## src/i2cm_pkg.sv

```systemverilog
// Shared types, codes and reset constants for the I2C master register access unit.
package i2cm_pkg;

  localparam logic [6:0] DEV_ADDR_RST   = 7'd98;
  localparam logic [7:0] POLL_LIMIT_RST = 8'd100;

  // Configuration register indexes.
  localparam logic REG_DEV_ADDR   = 1'b0;
  localparam logic REG_POLL_LIMIT = 1'b1;

  // Transaction kinds.
  localparam logic [1:0] FUNC_RD_ONE = 2'd0;
  localparam logic [1:0] FUNC_RD_RUN = 2'd1;
  localparam logic [1:0] FUNC_WR_ONE = 2'd2;

  typedef struct packed {
    logic       cmd_valid;
    logic [1:0] func;
    logic [7:0] reg_addr;
    logic [7:0] write_data;
    logic [7:0] byte_count;
    logic       sda_in;
  } in_req_t;

  typedef struct packed {
    logic       scl;
    logic       sda_out;
    logic       sda_drive;
    logic [7:0] read_data;
    logic       read_valid;
    logic       done_res;
    logic       status;
    logic       busy_res;
  } out_res_t;

endpackage

```

## src/i2cm_seq.sv

```systemverilog
// Bus sequencer: transaction state and the per-tick step of SCL and SDA.
module i2cm_seq
  import i2cm_pkg::*;
(
  input  logic     clk,
  input  logic     rst_n,
  input  logic     adv,
  input  in_req_t  item,
  input  logic [6:0] dev_addr,
  input  logic [7:0] poll_limit,
  output out_res_t res,
  output logic     idle
);

  typedef enum logic [15:0] {
    ST_IDLE     = 16'h0001,
    ST_START1   = 16'h0002,
    ST_DEV      = 16'h0004,
    ST_ACK_DEV  = 16'h0008,
    ST_REG      = 16'h0010,
    ST_ACK_REG  = 16'h0020,
    ST_DATA     = 16'h0040,
    ST_ACK_DATA = 16'h0080,
    ST_START2   = 16'h0100,
    ST_RDADDR   = 16'h0200,
    ST_ACK_RD   = 16'h0400,
    ST_READ     = 16'h0800,
    ST_NEXTACK  = 16'h1000,
    ST_NACK     = 16'h2000,
    ST_STOP     = 16'h4000,
    ST_STOP_ERR = 16'h8000
  } step_t;

  step_t      step_r, step_nxt, step_e;
  logic [1:0] sub_r, sub_nxt, sub_e;
  logic [2:0] bit_r, bit_nxt, bit_e;
  logic [7:0] shift_r, shift_nxt;
  logic [7:0] left_r, left_nxt;
  logic [7:0] poll_r, poll_nxt;
  logic [1:0] op_r, op_nxt;
  logic [7:0] hreg_r, hreg_nxt;
  logic [7:0] hwr_r, hwr_nxt;
  logic       scl_r, scl_nxt, scl_v;
  logic       sda_r, sda_nxt;
  logic       dir_r, dir_nxt;
  logic       start_cmd;
  logic       post_low;
  logic [7:0] limit_eff;
  logic       rvalid, done, stat;
  logic [7:0] rdata;

  assign limit_eff = (poll_limit == 8'd0) ? 8'd1 : poll_limit;
  assign idle      = (step_r == ST_IDLE);

  always_comb begin
    start_cmd = (step_r == ST_IDLE) && item.cmd_valid &&
                (item.func inside {FUNC_RD_ONE, FUNC_RD_RUN, FUNC_WR_ONE});
    step_e   = step_r;
    sub_e    = sub_r;
    bit_e    = bit_r;
    op_nxt   = op_r;
    hreg_nxt = hreg_r;
    hwr_nxt  = hwr_r;
    left_nxt = left_r;
    if (start_cmd) begin
      op_nxt   = item.func;
      hreg_nxt = item.reg_addr;
      hwr_nxt  = item.write_data;
      left_nxt = (item.func == FUNC_RD_ONE) ? 8'd1 : item.byte_count;
      step_e   = ST_START1;
      sub_e    = 2'd0;
      bit_e    = 3'd0;
    end

    step_nxt  = step_e;
    sub_nxt   = sub_e;
    bit_nxt   = bit_e;
    shift_nxt = shift_r;
    poll_nxt  = poll_r;
    scl_v     = scl_r;
    sda_nxt   = sda_r;
    dir_nxt   = dir_r;
    post_low  = 1'b0;
    rvalid    = 1'b0;
    rdata     = 8'd0;
    done      = 1'b0;
    stat      = 1'b0;

    case (step_e)
      ST_IDLE: begin
      end
      ST_START1, ST_START2: begin
        if (sub_e == 2'd0) begin
          dir_nxt = 1'b1;
          sda_nxt = 1'b1;
          scl_v   = 1'b1;
          sub_nxt = 2'd1;
        end else begin
          sda_nxt   = 1'b0;
          post_low  = 1'b1;
          shift_nxt = {dev_addr, (step_e == ST_START2)};
          step_nxt  = (step_e == ST_START1) ? ST_DEV : ST_RDADDR;
          sub_nxt   = 2'd0;
          bit_nxt   = 3'd0;
        end
      end
      ST_DEV, ST_REG, ST_DATA, ST_RDADDR: begin
        if (sub_e == 2'd0) begin
          dir_nxt = 1'b1;
          sda_nxt = shift_r[7];
          sub_nxt = 2'd1;
        end else if (sub_e == 2'd1) begin
          scl_v   = 1'b1;
          sub_nxt = 2'd2;
        end else begin
          scl_v     = 1'b0;
          shift_nxt = {shift_r[6:0], 1'b0};
          if (bit_e == 3'd7) begin
            poll_nxt = 8'd0;
            sub_nxt  = 2'd0;
            bit_nxt  = 3'd0;
            case (step_e)
              ST_DEV:  step_nxt = ST_ACK_DEV;
              ST_REG:  step_nxt = ST_ACK_REG;
              ST_DATA: step_nxt = ST_ACK_DATA;
              default: step_nxt = ST_ACK_RD;
            endcase
          end else begin
            bit_nxt = bit_e + 3'd1;
            sub_nxt = 2'd0;
          end
        end
      end
      ST_ACK_DEV, ST_ACK_REG, ST_ACK_DATA, ST_ACK_RD: begin
        if (sub_e == 2'd0) begin
          dir_nxt = 1'b0;
          scl_v   = 1'b1;
          sub_nxt = 2'd1;
        end else if (sub_e == 2'd1) begin
          scl_v     = 1'b1;
          shift_nxt = {7'd0, item.sda_in};
          sub_nxt   = 2'd2;
        end else begin
          scl_v   = 1'b0;
          sub_nxt = 2'd0;
          bit_nxt = 3'd0;
          if (shift_r == 8'd0) begin
            case (step_e)
              ST_ACK_DEV: begin
                shift_nxt = hreg_r;
                step_nxt  = ST_REG;
              end
              ST_ACK_REG: begin
                if (op_r == FUNC_WR_ONE) begin
                  shift_nxt = hwr_r;
                  step_nxt  = ST_DATA;
                end else begin
                  step_nxt = ST_START2;
                end
              end
              ST_ACK_DATA: step_nxt = ST_STOP;
              default:     step_nxt = (left_r != 8'd0) ? ST_READ : ST_NACK;
            endcase
          end else if ({1'b0, poll_r} + 9'd1 >= {1'b0, limit_eff}) begin
            step_nxt = ST_STOP_ERR;
          end else begin
            poll_nxt = poll_r + 8'd1;
          end
        end
      end
      ST_READ: begin
        if (sub_e == 2'd0) begin
          dir_nxt = 1'b0;
          scl_v   = 1'b1;
          sub_nxt = 2'd1;
        end else if (sub_e == 2'd1) begin
          scl_v     = 1'b1;
          shift_nxt = {shift_r[6:0], item.sda_in};
          sub_nxt   = 2'd2;
        end else begin
          scl_v   = 1'b0;
          sub_nxt = 2'd0;
          if (bit_e == 3'd7) begin
            rdata    = shift_r;
            rvalid   = 1'b1;
            left_nxt = left_r - 8'd1;
            step_nxt = (left_r != 8'd1) ? ST_NEXTACK : ST_NACK;
            bit_nxt  = 3'd0;
          end else begin
            bit_nxt = bit_e + 3'd1;
          end
        end
      end
      ST_NEXTACK, ST_NACK: begin
        if (sub_e == 2'd0) begin
          dir_nxt = 1'b1;
          sda_nxt = (step_e == ST_NACK);
          sub_nxt = 2'd1;
        end else if (sub_e == 2'd1) begin
          scl_v   = 1'b1;
          sub_nxt = 2'd2;
        end else begin
          scl_v   = 1'b0;
          sub_nxt = 2'd0;
          bit_nxt = 3'd0;
          if (step_e == ST_NEXTACK) begin
            sda_nxt  = 1'b1;
            step_nxt = ST_READ;
          end else begin
            step_nxt = ST_STOP;
          end
        end
      end
      ST_STOP, ST_STOP_ERR: begin
        if (sub_e == 2'd0) begin
          dir_nxt = 1'b1;
          sda_nxt = 1'b0;
          sub_nxt = 2'd1;
        end else if (sub_e == 2'd1) begin
          scl_v   = 1'b1;
          sub_nxt = 2'd2;
        end else if (sub_e == 2'd2) begin
          sda_nxt = 1'b1;
          sub_nxt = 2'd3;
        end else begin
          done     = 1'b1;
          stat     = (step_e == ST_STOP_ERR);
          step_nxt = ST_IDLE;
          sub_nxt  = 2'd0;
          bit_nxt  = 3'd0;
        end
      end
      default: begin
        step_nxt = ST_IDLE;
      end
    endcase

    // The start condition shows SCL high for its last tick, then lets it fall.
    scl_nxt = post_low ? 1'b0 : scl_v;

    res.scl        = scl_v;
    res.sda_out    = sda_nxt;
    res.sda_drive  = dir_nxt;
    res.read_data  = rdata;
    res.read_valid = rvalid;
    res.done_res   = done;
    res.status     = stat;
    res.busy_res   = (step_e != ST_IDLE);
  end

  always_ff @(posedge clk) begin
    if (!rst_n) begin
      step_r  <= ST_IDLE;
      sub_r   <= 2'd0;
      bit_r   <= 3'd0;
      shift_r <= 8'd0;
      left_r  <= 8'd0;
      poll_r  <= 8'd0;
      op_r    <= 2'd0;
      hreg_r  <= 8'd0;
      hwr_r   <= 8'd0;
      scl_r   <= 1'b1;
      sda_r   <= 1'b1;
      dir_r   <= 1'b0;
    end else if (adv) begin
      step_r  <= step_nxt;
      sub_r   <= sub_nxt;
      bit_r   <= bit_nxt;
      shift_r <= shift_nxt;
      left_r  <= left_nxt;
      poll_r  <= poll_nxt;
      op_r    <= op_nxt;
      hreg_r  <= hreg_nxt;
      hwr_r   <= hwr_nxt;
      scl_r   <= scl_nxt;
      sda_r   <= sda_nxt;
      dir_r   <= dir_nxt;
    end
  end

endmodule

```

## src/i2c_master_register_access_unit.sv

```systemverilog
// Top level: request and result registers, configuration registers, sequencer.
// A request waits in the input register until the result register is free or being read; its result is then registered.
// Throughput: one request per cycle while results are taken; the sequencer steps once per tick request.
// While a result waits to be taken, the input register holds one more request.
// Reset (synchronous, rst_n low): bus released (SCL and SDA high, SDA input),
// sequencer idle, device address 98 and acknowledge poll limit 100.
module i2c_master_register_access_unit
  import i2cm_pkg::*;
(
  input  logic       clk,
  input  logic       rst_n,
  input  logic       in_valid,
  output logic       in_ready,
  input  in_req_t    in_data,
  output logic       out_valid,
  input  logic       out_ready,
  output out_res_t   out_data,
  input  logic       cfg_valid,
  output logic       cfg_ready,
  input  logic       cfg_index,
  input  logic [7:0] cfg_data
);

  in_req_t    in_q_r;
  logic       in_vld_r;
  out_res_t   out_q_r;
  logic       out_vld_r;
  logic [6:0] dev_addr_r;
  logic [7:0] poll_lim_r;
  logic       move;
  out_res_t   core_res;
  logic       core_idle;

  assign move      = in_vld_r && (!out_vld_r || out_ready);
  assign in_ready  = !in_vld_r || move;
  assign cfg_ready = 1'b1;
  assign out_valid = out_vld_r;
  assign out_data  = out_q_r;

  i2cm_seq u_seq (
    .clk        (clk),
    .rst_n      (rst_n),
    .adv        (move),
    .item       (in_q_r),
    .dev_addr   (dev_addr_r),
    .poll_limit (poll_lim_r),
    .res        (core_res),
    .idle       (core_idle)
  );

  always_ff @(posedge clk) begin
    if (!rst_n) begin
      in_vld_r  <= 1'b0;
      out_vld_r <= 1'b0;
    end else begin
      if (in_ready) begin
        in_vld_r <= in_valid;
      end
      if (move) begin
        out_vld_r <= 1'b1;
      end else if (out_ready) begin
        out_vld_r <= 1'b0;
      end
    end
  end

  always_ff @(posedge clk) begin
    if (in_valid && in_ready) begin
      in_q_r <= in_data;
    end
    if (move) begin
      out_q_r <= core_res;
    end
  end

  always_ff @(posedge clk) begin
    if (!rst_n) begin
      dev_addr_r <= DEV_ADDR_RST;
      poll_lim_r <= POLL_LIMIT_RST;
    end else if (cfg_valid) begin
      case (cfg_index)
        REG_DEV_ADDR:   dev_addr_r <= cfg_data[6:0];
        REG_POLL_LIMIT: poll_lim_r <= cfg_data;
        default:        ;
      endcase
    end
  end

  // A request that cannot move on stays in the input register.
  assert property (@(posedge clk) disable iff (!rst_n)
    in_vld_r && !move |=> in_vld_r)
    else $error("request dropped from input register");

  // The tick that finishes a transaction leaves the sequencer idle.
  assert property (@(posedge clk) disable iff (!rst_n)
    move && core_res.done_res |=> core_idle)
    else $error("sequencer not idle after done");

  // An error status only comes with done, and a byte is read with SDA released.
  assert property (@(posedge clk) disable iff (!rst_n)
    move && (core_res.status || core_res.read_valid) |->
      (core_res.done_res || core_res.read_valid && !core_res.sda_drive))
    else $error("status or read byte out of place");

endmodule
```

## config.mk

```make
export PLATFORM = sky130hd
export DESIGN_NAME = i2c_master_register_access_unit
export DESIGN_NICKNAME = d
export VERILOG_FILES = /design/src/i2cm_pkg.sv /design/src/i2cm_seq.sv /design/src/i2c_master_register_access_unit.sv
export SDC_FILE = /design/constraint.sdc
export NUM_CORES = 1
export LEC_CHECK = 0
export BUFFER_PORTS_ARGS = -buffer_cell sky130_fd_sc_hd__buf_4
export CAP_MARGIN = 20
export CORE_ASPECT_RATIO = 1.1
export CORE_MARGIN = 5
export CORE_UTILIZATION = 61
export DETAILED_ROUTE_END_ITERATION = 10
export PLACE_DENSITY = 0.78
export SETUP_SLACK_MARGIN = 0.02
export SYNTH_ARGS = -nofsm -noshare
export SYNTH_HDL_FRONTEND = slang
export SYNTH_SLANG_ARGS = --single-unit
```

## constraint.sdc

```tcl
create_clock -name clk -period 12.4 [get_ports clk]
set_input_delay 0 -clock clk [delete_from_list [all_inputs] [get_ports clk]]
set_output_delay 0 -clock clk [all_outputs]
set_load 0.1 [all_outputs]
```

======== Yosys cells after proc, flatten, opt, wreduce, memory -nomap -nowiden ========
Index checks and enable logic that the tools add are counted.
W data, S select, Z words.
storage, ports and cells
  flip-flop bits (word level) ............. 126
  bits of input ports ..................... 42
  output and inout port bits .............. 18
  word-level logic and storage cells ...... 210
operators by class
  $add $sub $neg .......................... 4
  order comparisons ....................... 1
  equality and inequality tests ........... 38
  muxes and demuxes ....................... 96
  bitwise logic cells ..................... 4
  reduce and logical (&&, ||, !) cells .... 37
operators with widths
  cell                    number
  $mux W16                17
  $mux W8                 23
  $pmux W16 S7            1
  $pmux W16 S3            1
  $pmux W11 S3            1
  $eq A16 B1 Y1 const B   2
  $pmux W8 S2             2
  $pmux W8 S4             1
  $mux W3                 10
  $mux W14                2
  $mux W1                 24
  $eq A16 B10 Y1 const B  1
  $eq A16 B11 Y1 const B  1
  $eq A16 B12 Y1 const B  1
  $eq A16 B13 Y1 const B  1
  $eq A16 B14 Y1 const B  1
  $eq A16 B15 Y1 const B  1
  $eq A16 B16 Y1 const B  1
  $eq A16 B2 Y1 const B   1
  $eq A16 B3 Y1 const B   1
  $eq A16 B4 Y1 const B   1
  $eq A16 B5 Y1 const B   1
  $eq A16 B6 Y1 const B   1
  $eq A16 B7 Y1 const B   1
  other kinds (45)        83

======== Depth between registers and ports, before layout ========
  depth in word-level cells ............... 10
  gate-level depth with buffers ........... 19
  gate-level depth less buffers ........... 14

======== By module ========
From an unflattened synthesis, not the netlist that was laid out.
second synthesis, totals
  cell total of the unflattened synthesis .. 791
  area total of the unflattened synthesis .. 6886.6 sq um
by module, submodules not included
  module                           instances  cells an instance  area an instance (sq um)  seq. area each (sq um)
  i2cm_seq                         1          672                4884.7                    1321.3
  i2c_master_register_access_unit  1          119                2001.9                    1631.6

======== Worst setup path after synthesis ========
No wires, ideal clock.
  path kind ............................... register to register
  start ................................... register u_seq.step_r[12]
  end ..................................... register u_seq.step_r[3]
  library setup time ...................... 0.122 ns
  arrival ................................. 3.966 ns
  data required time ...................... 12.278 ns
  path slack .............................. 8.312 ns
  cell stages (with the launch flop) ...... 19
  path buffers ............................ 5
  period minus slack after synthesis ...... 4.088 ns
  path through ............................ dfxtp_1 > buf_2 > nor4_2 > buf_4 > and3_1 > clkbuf_1 > nand3_1 > clkbuf_1 > nand2_1 > inv_1 > ha_1 > or2_2 > or3_1 > clkbuf_1 > a21boi_0 > a31o_1 > a2111o_1 > o21ai_1 > o22ai_1
between the ends
  longest elaborated chain between the ends .. 10
  elaborated cells between the ends (all ways) .. 50
  those cells by class .................... eq/ne: 20; mux: 22; reduce/logical: 8
ends and longest elaborated chain
  item                                                 line                              source
  start, declared                                      i2cm_seq.sv:34                    step_t step_r, step_nxt, step_e;
  start signal, assigned                               i2cm_seq.sv:266                   step_r <= step_nxt;
  $eq A16 B1 Y1                                        -
  $logic_and A1 B1 Y1 (2 in series)                    i2cm_seq.sv:56                    start_cmd = (step_r == ST_IDLE) && item.cmd_valid &&
  $mux W16                                             i2cm_seq.sv:65                    if (start_cmd) begin
  $eq A16 B8 Y1 (tied with other cells)                i2cm_seq.sv:89, i2cm_seq.sv:148
  $pmux W16 S3 / $pmux W11 S3 (equally long branches)  i2cm_seq.sv:148, i2cm_seq.sv:122
  $mux W16 (on tied branches)                          i2cm_seq.sv:147, i2cm_seq.sv:118
  $mux W16 (on tied branches)                          i2cm_seq.sv:139, i2cm_seq.sv:112
  $mux W16 (on tied branches)                          i2cm_seq.sv:135, i2cm_seq.sv:108
  $pmux W16 S7 (*)                                     i2cm_seq.sv:89                    case (step_e)
Every way passes the cells marked *; elsewhere a longest branch is shown, timed or not.
A chain may end at the register's enable or synchronous reset.

======== Worst setup path after layout ========
  start ................................... register u_seq.step_r[12]
  end ..................................... register u_seq.left_r[4]
between the ends
  longest elaborated chain between the ends .. 9
  elaborated cells between the ends (all ways) .. 15
  those cells by class .................... eq/ne: 4; mux: 8; reduce/logical: 3
ends and longest elaborated chain
  item                               line             source
  $eq A16 B1 Y1                      -
  $logic_and A1 B1 Y1 (2 in series)  i2cm_seq.sv:56
  $mux W3                            i2cm_seq.sv:65
  $eq A3 B3 Y1                       i2cm_seq.sv:183  if (bit_e == 3'd7) begin
  $mux W8                            i2cm_seq.sv:183
  $mux W8                            i2cm_seq.sv:176  end else if (sub_e == 2'd1) begin
  $mux W8                            i2cm_seq.sv:172  if (sub_e == 2'd0) begin
  $mux W8 (*)                        i2cm_seq.sv:89
  end signal, assigned               i2cm_seq.sv:270  left_r <= left_nxt;
  end, declared                      i2cm_seq.sv:38   logic [7:0] left_r, left_nxt;
Marks and branches as above.

==> run_results.csv <==
group,metric,value,unit
status,status,"completed",
clocking,cts-root-buf,"clkbuf_16",
worst_setup_path,end_kind,"flip-flop",
worst_setup_path,rr_worst_depth,13,
placement,hpwlAfterDp,14760,µm
finish,drive_gt1_share,13.18,%
power_and_ir_drop,leakage,3.227,nW
clocking,cts_sinks,126,
timing,layout_worst_path_cycle_share,44.62,%
placement,pre_cts_ws,7253,ps
clocking,clk_path_buf_depth,2,
die,boundaryPins,60,
worst_setup_path,worstSetupStartpointType,"flip-flop",
die,core.rowCount,40,
timing,period_minus_slack,5533,ps
logic_synthesis,async_flop_share,0,%
logic_synthesis,syn_inst,792,
global_route,grt_overflow,0,
timing,max_freq,0.1807,GHz
logic_synthesis,syn_area,6790,µm²
die,design.die.area,13340,µm²
power_and_ir_drop,power.density,134.1,nW/µm²
worst_setup_path,worst-path-max-fanout,17,
drt,vias,7346,
clocking,insertion_delay,430,ps
timing,drv_slew,0,
worst_setup_path,worst-setup-path-type,"flip-flop to flip-flop",
worst_setup_path,worst_ep_arrival_time,5800,ps
logic_synthesis,synth_common_cells,"nand2_1, dfxtp_1, a21oi_1, nor2_1, edfxtp_1",
timing,clock_skew,11.01,ps
global_route,antenna_found_initial,0,
finish,final_util,76.66,%
logic_synthesis,synth_area_leaders,"dfxtp_1, edfxtp_1, nand2_1, a21oi_1, ha_1",
logic_synthesis,yosysSeqAreaShare,43.49,%
worst_setup_path,worstReg2RegStart,"u_seq.step_r[12]",
timing,worst_slack,6867,ps
finish,antennaDiodeCount,0,
global_route,grt_pass1_vias,6905,
worst_setup_path,cp.required,12670,ps
logic_synthesis,synth.distinct_cells,79,
placement,gp_congestion,1.000,
clocking,tritoncts,"done",
die,fp.dieH,120.7,µm
timing,tightestPinTransition,996.5,ps
power_and_ir_drop,vdd_drop_max,0.0001145,V
timing,hold_viol_final,0,
timing,rsz0062_at_grt,"false",
clocking,h-tree-depth,4,
global_route,grt_usage,36.99,%
worst_setup_path,critPathLaunch,"u_seq.step_r[12]",
drt,first_pass_iters,8,
drt,avgViaCountPerCell,7.098,
worst_setup_path,r2r-end,"u_seq.left_r[4]",
timing,max-slew-margin-rel,33.01,%
run,cap_violations,0,
worst_setup_path,crit_end,"u_seq.left_r[4]",
drt,drtAntennaViolNets,0,
logic_synthesis,yosys_warnings,0,
logic_synthesis,ys.flop_type,"dfxtp_1",
logic_synthesis,yosysMostFrequentCell,"nand2_1",
die,fp.dieW,110.6,µm
logic_synthesis,synth-edff-count,43,
timing,setup_violations,0,
logic_synthesis,synth.avg_cell_area,8.574,µm²
drt,drc,0,
drt,routed_wirelength,25460,µm
drt,first_iter_violations,1213,
drt,wl_per_cell,24.59,µm
worst_setup_path,reg2reg_slack,6870,ps
logic_synthesis,synth_top_area_share,24.47,%
clocking,cts_buffers,17,
placement,io_buffers,58,
finish,nets,935,
global_route,grt_pass1_wl,39120,µm
die,initial_core_util,62.24,%
logic_synthesis,synth_top_cell_by_area,"dfxtp_1",
logic_synthesis,synth_nets,852,
die,core_region_area,10910,µm²
logic_synthesis,synth-seq-cells,126,
clocking,path_clk_slew,60,ps
finish,syn_to_final_growth,23.18,%
timing,tns,0,ps
global_route,grt_max_degree,46,
worst_hold_path,hp-class,"primary input to flip-flop",
-- through the flow --
| step | cells | hold WS [ps] | cell area (µm²) | total power, mW |
|---|---|---|---|---|
| 2_1_floorplan | 792 | 98.87 | 6790 | 0.5358 |
| 3_3_place_gp | 952 | 178.1 | 7227 | 0.5696 |
| 3_5_place_dp | 952 | 179.3 | 7227 | 0.5727 |
| 4_1_cts | 1033 | 286.6 | 8332 | 1.097 |
| 5_1_grt | 1035 | 298.2 | 8364 | 1.145 |
| 6_report | 1035 | 291.0 | 8364 | 1.121 |
-- kinds of logic (layout without fill, tap and decap cells) --
kind of cell	Yosys count	in the layout	synth area share, %
simple gates	337	337	25.19
compound gates	203	203	19.48
flops	126	126	43.49
buf+inv	82	178	4.957
fa+ha+maj	18	18	3.317
mux	15	15	2.230
xor+xnor	10	10	1.290
other cells	1	1	0.05523
-- cells in the final DEF, fill, tap and decap left out, drive strengths merged, types with 13 or more instances in the layout --
cell,count
ha,18
buf,64
edfxtp,43
nand4,17
nor4,22
inv,36
mux2i,14
dlygate4sd3,49
nand3,40
dfxtp,83
nand2,119
nor3,16
a211oi,13
a21oi,61
nor2,59
o21ai,46
clkbuf,20
-- registers in the layout, summed over array words and instances, names as in the netlist, 2 cells and up --
signal / cells
u_seq.hwr_r: 8
u_seq.op_r: 2
u_seq.left_r: 8
u_seq.shift_r: 8
u_seq.poll_r: 8
u_seq.hreg_r: 8
in_q_r: 28
u_seq.step_r: 16
u_seq.bit_r: 3
dev_addr_r: 7
u_seq.sub_r: 2
out_data: 15
poll_lim_r: 8
-- area by class of cell --
cell class,count,area (µm²)
clock buffer,20,456.7
clock inverter,12,157.7
fill,667,2546
inverter,33,123.9
multi-input combinational,584,3501
sequential,126,2953
tap,147,183.9
timing repair buffer,113,988.4
-- report_power, final --
part           total, mW  internal [mW]  leakage [nW]  switching, mW
clock network      0.531          0.329         0.297          0.202
logic              0.134         0.0449          1.85         0.0895
registers          0.456          0.444          1.08         0.0124
total               1.12          0.817          3.23          0.304
-- critical path, stage by stage (launching register included) --
cell and delay (ps):
dfxtp_1 400, nor4_2 890, and3_1 410, nand3_1 450, nand2_1 300, inv_1 90
ha_1 460, nor2_1 510, and2_1 470, nand2_1 400, inv_1 500, a32oi_1 200
o22ai_1 200, nor2_1 80
-- repair_timing --
action                                  in CTS  in global routing
endpoints found under the setup margin       0                  0
gates resized for setup                      0                  0
hold endpoints to repair                    46                  0
buffers inserted                             0                  0
hold buffers                                49                  0
-- layer usage --
| metal | part of all wire, % | GRT usage [%] | up-vias | wire, µm |
|---|---|---|---|---|
| met2 | 46 | 60.51 | 701 | 11610 |
| met3 | 12 | 9.209 | 195 | 3019 |
| met5 | 0 | 0 | - | 0 |
| met1 | 35 | 44.63 | 3361 | 8957 |
| met4 | 7.4 | 20.86 | 0 | 1872 |
| li1 | - | - | 3089 | - |
-- worst min-delay path by stage --
| stage | startpoint | end | slack [ps] | cells past startpoint |
|---|---|---|---|---|
| detailed placement | in_data[11] | in_q_r[11] | 180 | 1 |
| finish | in_data[18] | in_q_r[18] | 290 | 2 |
| global placement | in_data[26] | in_q_r[26] | 180 | 1 |
| global route | in_data[18] | in_q_r[18] | 300 | 2 |
| floorplan | in_data[0] | in_q_r[0] | 100 | 0 |
| CTS | in_data[2] | in_q_r[2] | 290 | 2 |
No activity file was read; power rests on OpenSTA's default activity.
